## src/sv/rfs_pkg.sv

```systemverilog
// Package for the ring FIFO with running sum: payload structs, op codes,
// FSM state type and sizing constants. No dependencies.
package rfs_pkg;

    // Depth of the entry store; must be a power of two.
    localparam int unsigned MAX_DEPTH = 64;
    localparam int unsigned ADDR_W    = $clog2(MAX_DEPTH);
    // Indices wrap modulo 2*MAX_DEPTH so full and empty stay distinct.
    localparam int unsigned IDX_W     = ADDR_W + 1;
    localparam int unsigned CNT_W     = 7;
    localparam int unsigned SIZE_W    = 3;
    localparam int unsigned DATA_W    = 32;

    localparam logic [SIZE_W-1:0] SIZE_RESET = SIZE_W'(ADDR_W);
    localparam logic [SIZE_W-1:0] SIZE_MIN   = SIZE_W'(1);
    localparam logic [SIZE_W-1:0] SIZE_MAX   = SIZE_W'(ADDR_W);

    localparam logic [2:0] OP_PUT      = 3'd0;
    localparam logic [2:0] OP_PUSH     = 3'd1;
    localparam logic [2:0] OP_GET      = 3'd2;
    localparam logic [2:0] OP_PEEK_NEW = 3'd3;
    localparam logic [2:0] OP_PEEK_OLD = 3'd4;

    typedef struct packed {
        logic        [2:0]        op;
        logic signed [DATA_W-1:0] value;
    } t_in_word;

    typedef struct packed {
        logic                     ok;
        logic signed [DATA_W-1:0] data;
        logic        [CNT_W-1:0]  count;
        logic signed [DATA_W-1:0] total;
        logic                     is_empty;
        logic                     is_full;
    } t_out_word;

    // One access request to the entry store.
    typedef struct packed {
        logic              we;
        logic [ADDR_W-1:0] waddr;
        logic [DATA_W-1:0] wdata;
        logic              re;
        logic [ADDR_W-1:0] raddr;
    } t_mem_req;

    typedef enum logic {
        S_IDLE,
        S_FIN
    } t_state;

endpackage

```

## src/sv/ring_fifo_with_running_sum.sv

```systemverilog
// An accepted op moves to the finish state after a registered read of the entry store;
// its result is registered when the read-modify-write finish completes, which waits for
// a free output register. o_in_ready is low in the finish state, so no new op is taken then.
// A finished result waits in the output register while the next op is already taken.
// Reset (sync, active low): queue empty, running total 0, size_log2 6.
// A size write also empties the queue; stored words are left in place but unreadable.
module ring_fifo_with_running_sum (
    input  logic                        i_clk,
    input  logic                        i_rst_n,
    // configuration: size_log2
    input  logic                        i_cfg_valid,
    output logic                        o_cfg_ready,
    input  logic [rfs_pkg::SIZE_W-1:0]  i_cfg_data,
    // operation words in
    input  logic                        i_in_valid,
    output logic                        o_in_ready,
    input  rfs_pkg::t_in_word           i_in_word,
    // result words out
    output logic                        o_out_valid,
    input  logic                        i_out_ready,
    output rfs_pkg::t_out_word          o_out_word
);

    localparam int unsigned AW = rfs_pkg::ADDR_W;
    localparam int unsigned IW = rfs_pkg::IDX_W;
    localparam int unsigned DW = rfs_pkg::DATA_W;

    // ---------------------------------------------------------------
    // Control and queue state
    // ---------------------------------------------------------------
    rfs_pkg::t_state            r_state, n_state;
    logic [rfs_pkg::SIZE_W-1:0] r_size;
    logic [IW-1:0]              r_wr, n_wr;
    logic [IW-1:0]              r_rd, n_rd;
    logic [DW-1:0]              r_total, n_total;
    // Operation latched at acceptance
    logic [2:0]                 r_op;
    logic [DW-1:0]              r_val;
    // Output register
    logic                       r_out_valid;
    rfs_pkg::t_out_word         r_out_word, n_out_word;

    rfs_pkg::t_mem_req          mem_req;
    logic [DW-1:0]              mem_rdata;

    logic                       in_acc;
    logic                       cfg_acc;
    logic                       slot_free;
    logic                       fin;
    logic [rfs_pkg::SIZE_W-1:0] lg;
    logic [IW-1:0]              cap;
    logic [AW-1:0]              mask;
    logic [IW-1:0]              held;
    logic [IW-1:0]              held_new;
    logic [IW-1:0]              wr_prev;

    assign o_cfg_ready = 1'b1;
    assign cfg_acc     = i_cfg_valid & o_cfg_ready;
    assign in_acc      = i_in_valid & o_in_ready;
    // The output register can take a result when empty or being drained.
    assign slot_free   = ~r_out_valid | i_out_ready;
    assign fin         = (r_state == rfs_pkg::S_FIN) & slot_free;

    // Capacity in use: clamp size_log2 into the supported range.
    always_comb begin
        if (r_size < rfs_pkg::SIZE_MIN) begin
            lg = rfs_pkg::SIZE_MIN;
        end else if (r_size > rfs_pkg::SIZE_MAX) begin
            lg = rfs_pkg::SIZE_MAX;
        end else begin
            lg = r_size;
        end
    end

    assign cap     = IW'(1) << lg;
    assign mask    = AW'(cap - IW'(1));
    assign held    = r_wr - r_rd;
    assign wr_prev = r_wr - IW'(1);

    rfs_store u_store (
        .i_clk   (i_clk),
        .i_req   (mem_req),
        .o_rdata (mem_rdata)
    );

    // ---------------------------------------------------------------
    // Next state, memory access and result
    // ---------------------------------------------------------------
    always_comb begin
        n_state    = r_state;
        n_wr       = r_wr;
        n_rd       = r_rd;
        n_total    = r_total;
        n_out_word = r_out_word;
        o_in_ready = 1'b0;
        held_new   = held;

        mem_req       = '0;
        mem_req.waddr = r_wr[AW-1:0] & mask;
        mem_req.wdata = r_val;
        // Newest word for peek-newest, oldest for everything else.
        mem_req.raddr = (i_in_word.op == rfs_pkg::OP_PEEK_NEW) ?
                        (wr_prev[AW-1:0] & mask) : (r_rd[AW-1:0] & mask);

        unique case (r_state)
            rfs_pkg::S_IDLE: begin
                o_in_ready = 1'b1;
                if (in_acc) begin
                    mem_req.re = 1'b1;
                    n_state    = rfs_pkg::S_FIN;
                end
            end
            rfs_pkg::S_FIN: begin
                if (slot_free) begin
                    n_state = rfs_pkg::S_IDLE;
                    n_out_word.ok   = 1'b0;
                    n_out_word.data = '0;
                    unique case (r_op)
                        rfs_pkg::OP_PUT: begin
                            if (held < cap) begin
                                mem_req.we    = 1'b1;
                                n_wr          = r_wr + IW'(1);
                                n_total       = r_total + r_val;
                                n_out_word.ok = 1'b1;
                            end
                        end
                        rfs_pkg::OP_PUSH: begin
                            // Drop the oldest word when full, then append.
                            mem_req.we    = 1'b1;
                            n_wr          = r_wr + IW'(1);
                            n_out_word.ok = 1'b1;
                            if (held >= cap) begin
                                n_rd    = r_rd + IW'(1);
                                n_total = r_total + r_val - mem_rdata;
                            end else begin
                                n_total = r_total + r_val;
                            end
                        end
                        rfs_pkg::OP_GET: begin
                            if (held != '0) begin
                                n_rd            = r_rd + IW'(1);
                                n_total         = r_total - mem_rdata;
                                n_out_word.ok   = 1'b1;
                                n_out_word.data = mem_rdata;
                            end
                        end
                        rfs_pkg::OP_PEEK_NEW,
                        rfs_pkg::OP_PEEK_OLD: begin
                            if (held != '0) begin
                                n_out_word.ok   = 1'b1;
                                n_out_word.data = mem_rdata;
                            end
                        end
                        default: begin
                            // unknown op: report state unchanged
                        end
                    endcase
                    held_new            = n_wr - n_rd;
                    n_out_word.count    = rfs_pkg::CNT_W'(held_new);
                    n_out_word.total    = n_total;
                    n_out_word.is_empty = (held_new == '0);
                    n_out_word.is_full  = (held_new == cap);
                end
            end
            default: begin
                n_state = rfs_pkg::S_IDLE;
            end
        endcase
    end

    // ---------------------------------------------------------------
    // Registers
    // ---------------------------------------------------------------
    always_ff @(posedge i_clk) begin
        if (!i_rst_n) begin
            r_state     <= rfs_pkg::S_IDLE;
            r_size      <= rfs_pkg::SIZE_RESET;
            r_wr        <= '0;
            r_rd        <= '0;
            r_total     <= '0;
            r_out_valid <= 1'b0;
        end else begin
            r_state <= n_state;
            // A size write empties the queue.
            if (cfg_acc) begin
                r_size  <= i_cfg_data;
                r_wr    <= '0;
                r_rd    <= '0;
                r_total <= '0;
            end else begin
                r_wr    <= n_wr;
                r_rd    <= n_rd;
                r_total <= n_total;
            end
            if (fin) begin
                r_out_valid <= 1'b1;
            end else if (i_out_ready) begin
                r_out_valid <= 1'b0;
            end
        end
    end

    // Payload: latch the op on acceptance, the result on finish.
    always_ff @(posedge i_clk) begin
        if (in_acc) begin
            r_op  <= i_in_word.op;
            r_val <= i_in_word.value;
        end
        if (fin) begin
            r_out_word <= n_out_word;
        end
    end

    assign o_out_valid = r_out_valid;
    assign o_out_word  = r_out_word;

    // ---------------------------------------------------------------
    // Assertions
    // ---------------------------------------------------------------
    a_held_le_cap: assert property (@(posedge i_clk) disable iff (!i_rst_n)
        held <= cap)
        else $error("queue holds more words than its capacity");

    a_acc_to_fin: assert property (@(posedge i_clk) disable iff (!i_rst_n)
        in_acc |=> (r_state == rfs_pkg::S_FIN))
        else $error("accepted word did not enter the finish state");

    a_total_idle: assert property (@(posedge i_clk) disable iff (!i_rst_n)
        (r_state == rfs_pkg::S_IDLE && !cfg_acc) |=> $stable(r_total))
        else $error("running total changed with no word finishing");

endmodule

```

## src/sv/rfs_store.sv

```systemverilog
// Entry store of the ring FIFO: one write port, one read port with a
// registered read. Depends on rfs_pkg.
module rfs_store (
    input  logic                          i_clk,
    input  rfs_pkg::t_mem_req             i_req,
    output logic [rfs_pkg::DATA_W-1:0]    o_rdata
);

    logic [rfs_pkg::DATA_W-1:0] r_mem [rfs_pkg::MAX_DEPTH];
    logic [rfs_pkg::DATA_W-1:0] r_rdata;

    always_ff @(posedge i_clk) begin
        if (i_req.we) begin
            r_mem[i_req.waddr] <= i_req.wdata;
        end
    end

    // Hold read data until the next read.
    always_ff @(posedge i_clk) begin
        if (i_req.re) begin
            r_rdata <= r_mem[i_req.raddr];
        end
    end

    assign o_rdata = r_rdata;

endmodule

```

## config.mk

```make
export PLATFORM = sky130hd
export DESIGN_NAME = ring_fifo_with_running_sum
export DESIGN_NICKNAME = d
export VERILOG_FILES = /design/src/sv/rfs_pkg.sv /design/src/sv/ring_fifo_with_running_sum.sv /design/src/sv/rfs_store.sv
export SDC_FILE = /design/constraint.sdc
export NUM_CORES = 2
export LEC_CHECK = 0
export ABC_AREA = 0
export BUFFER_PORTS_ARGS = -buffer_cell sky130_fd_sc_hd__buf_2
export CORE_UTILIZATION = 30
export DETAILED_ROUTE_END_ITERATION = 16
export SYNTH_ARGS = -nofsm -noshare
export SYNTH_HDL_FRONTEND = slang
export SYNTH_SLANG_ARGS = --single-unit
export TNS_END_PERCENT = 10
```

## constraint.sdc

```tcl
create_clock -name i_clk -period 11.5 [get_ports i_clk]
set_input_delay 0 -clock i_clk [delete_from_list [all_inputs] [get_ports i_clk]]
set_output_delay 0 -clock i_clk [all_outputs]
set_load 0.02 [all_outputs]
```

==> results.txt <==
outcome - finished clean
WL/cell - 23.9 µm
syn nets - 7828
Final min period - 6590 ps
hold depth - 3
Worst Path Required - 11970 ps
CTS tree - built
yosys synthesis warning count - 0
Initial Util - 30.2%
Die Y-Extent - 563 µm
DR pass1 iterations - 8
worst hold path type - input port to register
Cell Chain, Critical Path - inv_1, ha_1, inv_1, fa_1, a211oi_2, o21bai_1, a21oi_1, xnor2_1, ha_1, o21ai_0, nand2b_1, a21boi_1, buf_4, nand2_1, nor3_1, nand3_2, nor2_4
Cell Area, Synth - 94400 µm²
maxcap violations - 0
Post-CTS Setup Bufs - 0
share of cells above drive strength 1 - 8.31%
pins over their slew limit - 0
slowest stage cell, crit path - nor2_4
RSZ-0062 raised after global routing - no
R2R cell count - 17
mean post-synth cell area - 12.3 µm²
clk sinks - 2240
fin nets - 7870
post-cts sizing count - 0
Place WS - 5010 ps
Via density - 5.28
initial antenna violation count - 10
worst path arrival time - 7060 ps
vias in the first global route - 60900
cell area after placement - 100000 µm²
setup ws final - 4910 ps
largest net degree at the start of global routing - 175
Setup Skew - 44.1 ps
most common cell after layout, fill and taps aside - nand2_1
startpoint types - register
fin cells - 12000
Main synth FF type - edfxtp_1
IO Pins - 120
crit-path max cell delay - 1240 ps
number of hold violations in the final report - 0
CTS max path bufs - 3
P&R area growth vs syn - 14.3%
Crit. End Element - register
Setup Viol. Count Final - 0
IO Port Bufs - 118
Rows - 205
top cell type's share of synthesized area - 69.6%
Post-Route WL - 287000 µm
number of synthesized flops with an enable pin - 2189
Post-Layout Inst Area - 108000 µm²
synthesized instance count - 7666
Post-synth ARST share - 0%
Slew headroom - 8.93%
CTS Hold Buffers Added - 87
post-route setup TNS - 0 ps
detailed-route via count - 63600
PD cells - 167 nW/µm²
Total Routing Usage GR - 17.6%
Worst VDD drop - 122 µV
area of the core - 312000 µm²
Crit Path Category - register to register
first-pass GRT wire length - 416000 µm
Fmax - 152 MHz
DRC viols - 0
Clk Tree Root Cell - clkbuf_16
Routed Antenna Nets - 0
Pleak - 0.0364 µW
clk slew on worst S/H paths - 70 ps
TritonCTS Buffers - 225
Max Fanout on Critical Path - 32
starting DRC count in detailed routing - 7535
GPL Wtd Cong - 0.909
Worst Max-Slew Pin Slew - 1350 ps
Synth Register Bits - 2240
number of H-tree levels - 4
Final Cycle Share - 57.3%
Seq/Total Area, Yosys - 70.7%
ranking of synthesized cells by area - edfxtp_1, nand2_1, nand3_1, a311oi_1, clkbuf_1
die width - 563 µm
post-synthesis cell type count - 79
DP Cell Count - 11500
Yosys top cell by area - edfxtp_1
worst-skew pair later-pin latency - 890 ps
Final HPWL DP - 165000 µm
die area - 317000 µm²
most frequent cells in the layout - nand2_1, edfxtp_1, nand3_1
grt total ovfl - 0
==> kinds of logic after synthesis <==
| logic type | synth area share, % |
|---|---|
| other cells | 0.00397 |
| flops | 70.7 |
| simple gates | 16.1 |
| compound gates | 7.94 |
| mux | 0.142 |
| fa+ha+maj | 1.62 |
| xor+xnor | 1.06 |
| buf+inv | 2.42 |
==> path summary, 6_finish.rpt <==
kind                      startpoint                              end  slack, ps
max reg2reg     r_wr[0]$_SDFFE_PP0P_  u_store.r_mem[43][28]$_DFFE_PP_       4910
max             r_wr[0]$_SDFFE_PP0P_  u_store.r_mem[43][28]$_DFFE_PP_       4910
min reg2reg  r_total[0]$_SDFFE_PP0P_          r_total[0]$_SDFFE_PP0P_        510
min                       i_in_valid               r_val[9]$_DFFE_PP_        190
==> state kept, by name, summed over array words and instances, names as in the netlist <==
register         count
o_out_word          74
r_op                 3
o_out_valid          1
r_rd                 7
r_size               3
u_store.r_mem     2048
r_wr                 7
r_state              1
u_store.o_rdata     32
r_val               32
r_total             32
==> cell usage after synthesis (11+ instances only) <==
cell type and count:
nor2b_1 14, dfxtp_1 51, nand3_1 797, buf_2 29, a21o_1 37, nand4_1 27
a21oi_1 211, o21bai_1 17, xor2_1 40, nand2b_1 25, a311oi_1 359, o21a_1 25
edfxtp_1 2189, and3_1 201, a211oi_1 84, o211ai_1 16, a221oi_1 11, nor3_1 60
buf_1 68, inv_1 87, nand2_1 2200, a31oi_1 110, nor2_1 183, o21ai_0 77
ha_1 114, clkbuf_1 412, xnor2_1 72
==> area by class of cell <==
class                   instances  area [µm²]
diodes                          2        5.00
clock buffers                 278        5960
clock inverters               135        1130
fillers                     30200      204000
inverters                      87         329
multi-input cells            4828       26000
flip-flops and latches       2240       66800
well taps                    4140        5180
repair buffers                326        2570
==> metrics by stage <==
step                      hold WS [ps]  util [%]  total power (µW)
after global placement             179      32.0             11000
after detailed placement           178      32.0             11000
final                              186      34.5             18000
after floorplan                   61.9         -             10300
after CTS                          106      34.5             18100
after global routing               165      34.5             18500
==> power breakdown <==
part	switching (µW)	internal (µW)	leakage (µW)
Combinational	1300	490	0.0128
Sequential	38.4	9040	0.0202
Clock	3130	4000	0.00346
==> metal layers <==
layer	global-route usage, %	vias to the layer above	share of wire (%)
met5	0	-	0.0045
met4	7.42	2	4.3
met3	3.34	507	8.5
met2	28.2	2751	47
met1	23.2	31900	41
li1	-	28400	-
==> worst max-delay path, delay by kind of cell (launching register included) <==
kind	cells	cell delay [ps]
AND/OR/NAND/NOR	5	2960
XOR/XNOR	1	390
adder cells (fa/ha/maj)	3	840
buffers and inverters	3	530
flip-flops	1	700
AO/OA/AOI/OAI	5	720
Power figures use the tool's default switching activity.
